===== config.mk =====
export PLATFORM = sky130hd
export DESIGN_NAME = keyed_min_occupancy_table
export DESIGN_NICKNAME = d
export VERILOG_FILES = /design/src/design/kmot_pkg.sv /design/src/design/keyed_min_occupancy_table.sv /design/src/design/kmot_ctrl.sv /design/src/design/kmot_datapath.sv
export SDC_FILE = /design/constraint.sdc
export NUM_CORES = 1
export LEC_CHECK = 0
export BUFFER_PORTS_ARGS = -buffer_cell sky130_fd_sc_hd__buf_2
export CAP_MARGIN = 20
export CORE_MARGIN = 4
export CORE_UTILIZATION = 45
export DETAILED_ROUTE_END_ITERATION = 12
export SKIP_CTS_REPAIR_TIMING = 1
export SYNTH_ARGS = -nofsm -noshare
export SYNTH_HDL_FRONTEND = slang
export SYNTH_HIERARCHICAL = 1
export SYNTH_SLANG_ARGS = --single-unit
export TNS_END_PERCENT = 100

===== constraint.sdc =====
create_clock -name clk -period 11.64 [get_ports clk]
set_input_delay 0.582 -clock clk [delete_from_list [all_inputs] [get_ports clk]]
set_output_delay 0.582 -clock clk [all_outputs]
set_load 0.05 [all_outputs]

===== src/design/kmot_pkg.sv =====
// kmot_pkg: payload structs, status codes and controller/datapath interface
// types for the keyed minimum occupancy table. No dependencies.
`timescale 1ns / 1ps

package kmot_pkg;

  localparam int ID_BITS  = 16;
  localparam int POS_BITS = 20;

  localparam logic       OP_ENTER = 1'b0;
  localparam logic       OP_LEAVE = 1'b1;

  localparam logic [1:0] ST_OK      = 2'd0;
  localparam logic [1:0] ST_FULL    = 2'd1;
  localparam logic [1:0] ST_UNKNOWN = 2'd2;

  typedef struct packed {
    logic                operation;
    logic [ID_BITS-1:0]  vehicle_id;
    logic [POS_BITS-1:0] back_position;
  } in_item_t;

  typedef struct packed {
    logic [POS_BITS-1:0] last_free_position;
    logic [1:0]          status;
  } out_item_t;

  typedef struct packed {
    logic start;
    logic issue;
    logic commit;
  } ctl_cmd_t;

  typedef struct packed {
    logic issue_last;
    logic out_ready;
  } dp_status_t;

endpackage


===== src/design/keyed_min_occupancy_table.sv =====
// Keyed minimum occupancy table, top level: joins controller and datapath.
// Depends on kmot_pkg, kmot_ctrl, kmot_datapath.
//
// Each accepted item (enter/update or leave, keyed by vehicle_id) yields one
// result: the smallest of stop_end_position and every stored rear position,
// plus a status (ok, table full, id not found). The result is set by a scan
// that reads one slot per cycle from the key/position memories, then a drain
// and a commit that waits for the output register; the next item is accepted
// the cycle after the result is written to the output register, even while
// that result still waits on out_stall.
// The valid bits clear at reset, so no clearing pass runs.
`timescale 1ns / 1ps

module keyed_min_occupancy_table #(
  parameter int SLOTS = 16
) (
  input  logic                          clk,
  input  logic                          rst_n,
  input  logic                          in_valid,
  output logic                          in_stall,
  input  kmot_pkg::in_item_t            in_item,
  output logic                          out_valid,
  input  logic                          out_stall,
  output kmot_pkg::out_item_t           out_item,
  input  logic                          cfg_wr_en,
  input  logic [kmot_pkg::POS_BITS-1:0] cfg_wr_data
);

  kmot_pkg::ctl_cmd_t   cmd;
  kmot_pkg::dp_status_t sts;

  kmot_ctrl u_ctrl (
    .clk      (clk),
    .rst_n    (rst_n),
    .in_valid (in_valid),
    .in_stall (in_stall),
    .sts      (sts),
    .cmd      (cmd)
  );

  kmot_datapath #(
    .SLOTS (SLOTS)
  ) u_dp (
    .clk         (clk),
    .rst_n       (rst_n),
    .in_item     (in_item),
    .cfg_wr_en   (cfg_wr_en),
    .cfg_wr_data (cfg_wr_data),
    .cmd         (cmd),
    .sts         (sts),
    .out_stall   (out_stall),
    .out_valid   (out_valid),
    .out_item    (out_item)
  );

  a_commit_ready: assert property (@(posedge clk) disable iff (!rst_n)
    cmd.commit |-> sts.out_ready)
    else $error("commit while result register is blocked");

  a_cmd_exclusive: assert property (@(posedge clk) disable iff (!rst_n)
    !(cmd.start && cmd.issue) && !(cmd.start && cmd.commit) && !(cmd.issue && cmd.commit))
    else $error("overlapping controller commands");

  a_busy_after_accept: assert property (@(posedge clk) disable iff (!rst_n)
    (in_valid && !in_stall) |=> in_stall)
    else $error("input not stalled after a transfer");

  a_status_code: assert property (@(posedge clk) disable iff (!rst_n)
    out_valid |-> (out_item.status != 2'd3))
    else $error("illegal status code");

endmodule


===== src/design/kmot_ctrl.sv =====
// kmot_ctrl: sequencer for one item: accept, slot scan, drain, commit.
// Depends on kmot_pkg.
`timescale 1ns / 1ps

module kmot_ctrl (
  input  logic                clk,
  input  logic                rst_n,
  input  logic                in_valid,
  output logic                in_stall,
  input  kmot_pkg::dp_status_t sts,
  output kmot_pkg::ctl_cmd_t  cmd
);

  typedef enum logic [3:0] {
    S_IDLE  = 4'b0001,
    S_SCAN  = 4'b0010,
    S_DRAIN = 4'b0100,
    S_DONE  = 4'b1000
  } state_t;

  state_t state_r, state_nxt;

  always_comb begin
    state_nxt  = state_r;
    cmd        = '0;
    in_stall   = 1'b1;
    case (state_r)
      S_IDLE: begin
        in_stall = 1'b0;
        if (in_valid) begin
          cmd.start = 1'b1;
          state_nxt = S_SCAN;
        end
      end
      S_SCAN: begin
        cmd.issue = 1'b1;
        if (sts.issue_last) begin
          state_nxt = S_DRAIN;
        end
      end
      S_DRAIN: begin
        state_nxt = S_DONE;
      end
      S_DONE: begin
        if (sts.out_ready) begin
          cmd.commit = 1'b1;
          state_nxt  = S_IDLE;
        end
      end
      default: begin
        state_nxt = S_IDLE;
      end
    endcase
  end

  always_ff @(posedge clk) begin
    if (!rst_n) begin
      state_r <= S_IDLE;
    end else begin
      state_r <= state_nxt;
    end
  end

endmodule


===== src/design/kmot_datapath.sv =====
// kmot_datapath: slot key/position memories, valid bits, scan and minimum
// logic, stop end register and result register. Depends on kmot_pkg.
`timescale 1ns / 1ps

module kmot_datapath #(
  parameter int SLOTS = 16
) (
  input  logic                            clk,
  input  logic                            rst_n,
  input  kmot_pkg::in_item_t              in_item,
  input  logic                            cfg_wr_en,
  input  logic [kmot_pkg::POS_BITS-1:0]   cfg_wr_data,
  input  kmot_pkg::ctl_cmd_t              cmd,
  output kmot_pkg::dp_status_t            sts,
  input  logic                            out_stall,
  output logic                            out_valid,
  output kmot_pkg::out_item_t             out_item
);

  localparam int IDX_W = (SLOTS > 1) ? $clog2(SLOTS) : 1;

  logic [kmot_pkg::ID_BITS-1:0]  key_mem [SLOTS];
  logic [kmot_pkg::POS_BITS-1:0] pos_mem [SLOTS];
  logic [SLOTS-1:0]              slot_valid_r;

  logic [kmot_pkg::POS_BITS-1:0] stop_end_r;
  kmot_pkg::in_item_t            item_r;
  logic [IDX_W-1:0]              idx_r;

  logic                          rd_en_r;
  logic                          rd_vld_r;
  logic [IDX_W-1:0]              rd_idx_r;
  logic [kmot_pkg::ID_BITS-1:0]  rd_key_r;
  logic [kmot_pkg::POS_BITS-1:0] rd_pos_r;

  logic [kmot_pkg::POS_BITS-1:0] min_r;
  logic                          match_r;
  logic [IDX_W-1:0]              match_idx_r;
  logic                          free_r;
  logic [IDX_W-1:0]              free_idx_r;

  logic                          out_valid_r, out_valid_nxt;
  kmot_pkg::out_item_t           out_item_r, out_item_nxt;

  logic                          hit;
  logic                          wr_en;
  logic [IDX_W-1:0]              wr_idx;
  logic                          clr_en;
  logic [kmot_pkg::POS_BITS-1:0] min_with_new;

  assign sts.issue_last = (idx_r == IDX_W'(SLOTS - 1));
  assign sts.out_ready  = !out_valid_r || !out_stall;

  assign hit = rd_en_r && rd_vld_r && (rd_key_r == item_r.vehicle_id);

  assign min_with_new = (item_r.back_position < min_r) ? item_r.back_position : min_r;

  always_comb begin
    wr_en        = 1'b0;
    wr_idx       = match_idx_r;
    clr_en       = 1'b0;
    out_item_nxt = out_item_r;
    if (cmd.commit) begin
      out_item_nxt.status             = kmot_pkg::ST_OK;
      out_item_nxt.last_free_position = min_r;
      if (item_r.operation == kmot_pkg::OP_ENTER) begin
        if (match_r || free_r) begin
          wr_en                           = 1'b1;
          wr_idx                          = match_r ? match_idx_r : free_idx_r;
          out_item_nxt.last_free_position = min_with_new;
        end else begin
          out_item_nxt.status = kmot_pkg::ST_FULL;
        end
      end else begin
        if (match_r) begin
          clr_en = 1'b1;
        end else begin
          out_item_nxt.status = kmot_pkg::ST_UNKNOWN;
        end
      end
    end
  end

  assign out_valid_nxt = cmd.commit || (out_valid_r && out_stall);

  // memories: one read port on the scan index, one write port at commit
  always_ff @(posedge clk) begin
    rd_key_r <= key_mem[idx_r];
    rd_pos_r <= pos_mem[idx_r];
    rd_idx_r <= idx_r;
    rd_vld_r <= slot_valid_r[idx_r];
    if (wr_en) begin
      key_mem[wr_idx] <= item_r.vehicle_id;
      pos_mem[wr_idx] <= item_r.back_position;
    end
  end

  always_ff @(posedge clk) begin
    if (cmd.start) begin
      item_r <= in_item;
    end
    out_item_r <= out_item_nxt;
  end

  always_ff @(posedge clk) begin
    if (!rst_n) begin
      slot_valid_r <= '0;
      stop_end_r   <= '0;
      idx_r        <= '0;
      rd_en_r      <= 1'b0;
      min_r        <= '0;
      match_r      <= 1'b0;
      match_idx_r  <= '0;
      free_r       <= 1'b0;
      free_idx_r   <= '0;
      out_valid_r  <= 1'b0;
    end else begin
      out_valid_r <= out_valid_nxt;
      rd_en_r     <= cmd.issue;
      if (cfg_wr_en) begin
        stop_end_r <= cfg_wr_data;
      end
      if (cmd.start) begin
        idx_r   <= '0;
        min_r   <= stop_end_r;
        match_r <= 1'b0;
        free_r  <= 1'b0;
      end else begin
        if (cmd.issue) begin
          idx_r <= idx_r + IDX_W'(1);
        end
        // matched slot is left out of the minimum; for an enter its new value is added at commit
        if (hit) begin
          match_r     <= 1'b1;
          match_idx_r <= rd_idx_r;
        end else if (rd_en_r && rd_vld_r && (rd_pos_r < min_r)) begin
          min_r <= rd_pos_r;
        end
        if (rd_en_r && !rd_vld_r && !free_r) begin
          free_r     <= 1'b1;
          free_idx_r <= rd_idx_r;
        end
      end
      if (wr_en) begin
        slot_valid_r[wr_idx] <= 1'b1;
      end
      if (clr_en) begin
        slot_valid_r[match_idx_r] <= 1'b0;
      end
    end
  end

  assign out_valid = out_valid_r;
  assign out_item  = out_item_r;

endmodule

Yosys cells after proc, flatten, opt, wreduce, memory -nomap -nowiden
Memories as Yosys holds them, arrays and structs flattened. A register that Yosys moved wholly into a read port is not among the register bits.
Cells that the tools add are included.

storage, ports and cells
  logic and storage cells = 104
  memories kept = 2
  RAM bits = 576
  output and inout port bits = 24
  register bits = 140

operators by class
  add/subtract/negate cells = 1
  eq/ne operators = 10
  bitwise operators = 5
  mux-type cells = 40
  reduce and logical (&&, ||, !) cells = 21
  $lt $le $gt $ge = 7

memories
  memory        words  bits a word  rd ports  clocked after memory_dff  wr ports  RTL line             text
  u_dp.pos_mem  16     20           1         1                         1         kmot_datapath.sv:23  logic [kmot_pkg::POS_BITS-1:0] pos_mem [SLOTS];
  u_dp.key_mem  16     16           1         1                         1         kmot_datapath.sv:22  logic [kmot_pkg::ID_BITS-1:0] key_mem [SLOTS];

operators by type and width
  operator               count
  $mux W20               6
  $mux W16               3
  $lt A20 B20 Y1         2
  $mux W4                7
  $mux W1                18
  $and A16 B16 Y16       1
  $eq A16 B16 Y1         1
  $not A16 Y16           1
  $or A16 B16 Y16        1
  $pmux W4 S4            1
  $lt A4 B5 Y1 const B   3
  $demux W1 S4           2
  $eq A4 B4 Y1 const B   2
  $ge A4 B1 Y1 const B   2
  $logic_and A1 B1 Y1    8
  $ne A2 B2 Y1 const B   4
  $reduce_and A2 Y1      3
  $add A4 B1 Y4 const B  1
  $bmux W1 S4            1
  $eq A4 B1 Y1 const B   1
  $eq A4 B2 Y1 const B   1
  $eq A4 B3 Y1 const B   1
  $logic_not A1 Y1       4
  $mux W2                2
  other kinds (5)        8

Depth between registers and ports, before layout
  depth after elaboration = 14
  mapped depth = 9

Hierarchy
Netlist, hierarchy kept.

by module, submodules not included
  module         area each (µm²)  times used  sequential area each (µm²)  cells each
  kmot_datapath  28717.5          1           21330.5                     1394
  kmot_ctrl      230.2            1           80.1                        27

Worst setup path before layout
Ideal clock, no wire load.

  kind = input to register
  start point = in out_stall
  end point = reg u_dp.slot_valid_r[0]
  path slack = 7.374 ns
  buffers on the path = 0
  arrival time = 4.201 ns
  setup time = 0.065 ns
  cell stages on the path = 8
  cells stage by stage = nand2_1 and4b_1 nand2b_1 nor2_2 mux2i_1 nand2_1 nor2_1 o221a_2

RTL lines
  element                          RTL line                         text
  from (decl)                      keyed_min_occupancy_table.sv:23  input logic out_stall,
  to (signal assigned)             kmot_datapath.sv:107             slot_valid_r <= '0;
  to (signal, indexed assignment)  kmot_datapath.sv:145             slot_valid_r[wr_idx] <= 1'b1;
  to (signal, indexed assignment)  kmot_datapath.sv:148             slot_valid_r[match_idx_r] <= 1'b0;
  to (decl)                        kmot_datapath.sv:24              logic [SLOTS-1:0] slot_valid_r;

==> out/results.ini <==
[cells_and_area]
regArea_um2 = 21400
drive_gt1_share_pct = 30.1
fillers = 4998
diodes = 0
area_growth_pct = 14.6
nets = 1655
multiInputGateArea_um2 = 7250

[global_route]
grt_max_degree = 72
grt_overflow_total = 0
grt_pass1_wl_mm = 93.8
grtUsageTotal_pct = 18.6
antenna_found_initial = 0
grt_pass1_vias = 14500

[sta]
finalClockSkew_ns = 0.0251
slew_headroom_pct = 33.6
fin_setup_tns_ns = 0
max_freq_mhz = 269
min_period_ns = 3.71
hold_violations = 0
timing.hold.ws_ns = 0.130
drv_slew = 0
finalCritPeriodShare_pct = 31.9
rsz0062_at_grt = no
setup_viol = 0
worst_slew_pin_slew_ns = 0.997

[setup_path]
worst_setup_path_start_kind = flop
cpMostUsedCell = buf_4
crit_type = flop to flop
path_cells = nor2_1, and4b_1, buf_4, nand2b_1, nor2_2, mux2i_1, nand2_1, nor2_4, buf_4
slowest_stage = nor2_4
cp.required_ns = 11.90
end_kind = flop
max_stage_delay_ns = 0.67
critPathMaxFanout = 25
cp.arrival_ns = 3.98

[floorplanning]
core_area_um2 = 63400
die_area_um2 = 68500
rows = 92
initial_core_util_pct = 45.6
chipWidth_um = 262
io_pins = 86
die_h_um = 262

[pwr]
ir_worst_vdd_mv = 0.125
power.density_nw_per_um2 = 170
p_leak_nw = 10.5

[clock_tree]
cts.clk_slew.worst_paths_ns = 0.06
htree_levels = 3
numCtsBuffers = 80
clk_latency_ns = 0.63
cts_buffer_depth = 3
clockRootBuffer = clkbuf_16
clock-sinks = 752
cts_tree = built

[yosys]
synth_edf_count = 635
synth_cell_types = 52
syn_avg_cell_area_um2 = 20.4
syn-cell-area_um2 = 28900
async_reset_ff_share_pct = 0
synth_top_cell_by_area = edfxtp_1
synth_top_area_share_pct = 65.9
ys.flop_type = edfxtp_1
synth-seq-cells = 752
seq_area_frac_synth_pct = 74.0
syn_nets = 1522
yosys_warnings = 6
synth_area_leaders = edfxtp_1 66%, mux4_2 14%, dfxtp_1 8.1%, ha_1 1.7%, mux2i_1 1.1%
syn_inst = 1421

[route]
postRouteAntennaNets = 0
drt_pass1_iterations = 5
vias_per_cell = 5.69
num_vias = 14000
drc = 0
first_iter_violations = 1198
wl_per_cell_um = 25.5
routed_wl_mm = 63.0

[place]
port_buffers = 85
dp_hpwl_mm = 34.8
gp_congestion = 0.820

[job]
cap_violations = 0

[run_status]
status = completed

[hold_path]
min_path_type = input pin to flop

==> per-layer routing <==
metal  GRT usage, %  vias up  part of all wire, %
li1               -     6090                    -
met1           27.2     7413                   45
met2           29.1      439                   47
met3           3.56      102                  5.9
met4           5.13        0                  2.5
met5              0        -                    0
==> cell usage after synthesis (2+ instances only) <==
cell type and instances:
a21oi_1 13, o22ai_1 2, ha_1 39, and3_1 5, nand3_1 5, mux4_2 185
edfxtp_1 635, mux2i_1 33, clkbuf_1 46, xor2_1 18, nand2b_1 9, nand2_1 21
nor3_1 6, o31a_1 2, buf_2 17, a21o_1 2, inv_1 27, or2_2 2
nor4_1 24, o221a_2 15, dfxtp_1 117, a211oi_1 23, nand4_1 7, buf_8 2
o211ai_1 2, nor2b_1 34, o21ai_0 28, buf_1 5, mux2_4 20, nor2_1 54
nand3b_1 2
==> area by class of cell <==
class	count	area share (%)
clock buffers	112	6.70
multi-input cells	572	21.9
flip-flops and latches	752	64.6
clock inverters	38	1.18
repair buffers	121	2.19
well taps	846	3.19
inverters	27	0.305
==> cell families (layout without fill, tap and decap cells) <==
kind of cell,after synthesis,after routing,share of synthesized area (%)
flip-flops,752,752,74.0
multiplexers,239,239,16.6
AND/OR/NAND/NOR,179,179,3.33
buffers and inverters,97,298,1.41
AO/OA/AOI/OAI,96,96,2.43
adder cells (fa/ha/maj),39,39,1.69
XOR/XNOR,19,19,0.575
==> registers in the layout (all words and copies together), names as in the netlist, 16 cells and up <==
name and flops:
u_dp/rd_pos_r 20, u_dp/key_mem 256, u_dp/out_item 22, u_dp/rd_key_r 16
u_dp/slot_valid_r 16, u_dp/min_r 20, u_dp/item_r 37, u_dp/stop_end_r 20
u_dp/pos_mem 320
==> final timing paths <==
kind	start	end	slack, ns	cells after the start
max	u_ctrl/state_r[0]$_SDFFE_PN1P_	u_dp/pos_mem[0][3]$_DFFE_PP_	7.93	9
min	in_item[10]	u_dp/item_r[10]$_DFFE_PP_	0.13	1
max reg2reg	u_ctrl/state_r[0]$_SDFFE_PN1P_	u_dp/pos_mem[0][3]$_DFFE_PP_	7.93	9
min reg2reg	u_dp/slot_valid_r[12]$_SDFF_PN0_	u_dp/slot_valid_r[12]$_SDFF_PN0_	0.51	1
==> cells in the final DEF (no fill, tap or decap), types with 15 or more instances in the layout <==
master,Yosys,routed
xor2_1,18,18
nor2_1,54,38
mux2i_1,33,33
ha_1,39,39
o21ai_0,28,28
nor2b_1,34,34
clkbuf_1,46,24
dfxtp_1,117,113
buf_4,0,34
buf_2,17,85
clkbuf_16,0,82
edfxtp_1,635,635
nor4_1,24,24
inv_1,27,27
mux4_2,185,185
o221a_2,15,15
a211oi_1,23,23
nor2_4,0,16
nand2_1,21,21
mux2_4,20,20
==> critical path, delay by kind of cell (launching register included) <==
family	cells	cell delay, ns
and+or+nand+nor	6	1.77
buffers and inverters	2	0.83
muxes	1	0.34
DFF	1	0.39
==> metrics by stage <==
| step | worst slack [ns] | power [mW] | util, % | instances | instance area [um^2] |
|---|---|---|---|---|---|
| finish | 7.93 | 5.64 | 52.3 | 2468 | 33200 |
| global route | 7.64 | 5.84 | 52.3 | 2468 | 33200 |
| CTS | 7.92 | 5.71 | 52.3 | 2467 | 33200 |
| detailed placement | 7.72 | 3.19 | 48.2 | 2317 | 30500 |
| global placement | 7.80 | 3.19 | 48.1 | 2316 | 30500 |
| floorplan | 7.37 | 3.13 | - | 1421 | 28900 |
==> report_power, final <==
| part | switching, mW | internal [mW] | leakage [nW] |
|---|---|---|---|
| combinational | 0.0804 | 0.0618 | 2.56 |
| sequential | 0.0431 | 2.95 | 6.70 |
| clock | 1.03 | 1.48 | 1.27 |
| total | 1.15 | 4.49 | 10.5 |
Power figures use the tool's default switching activity.
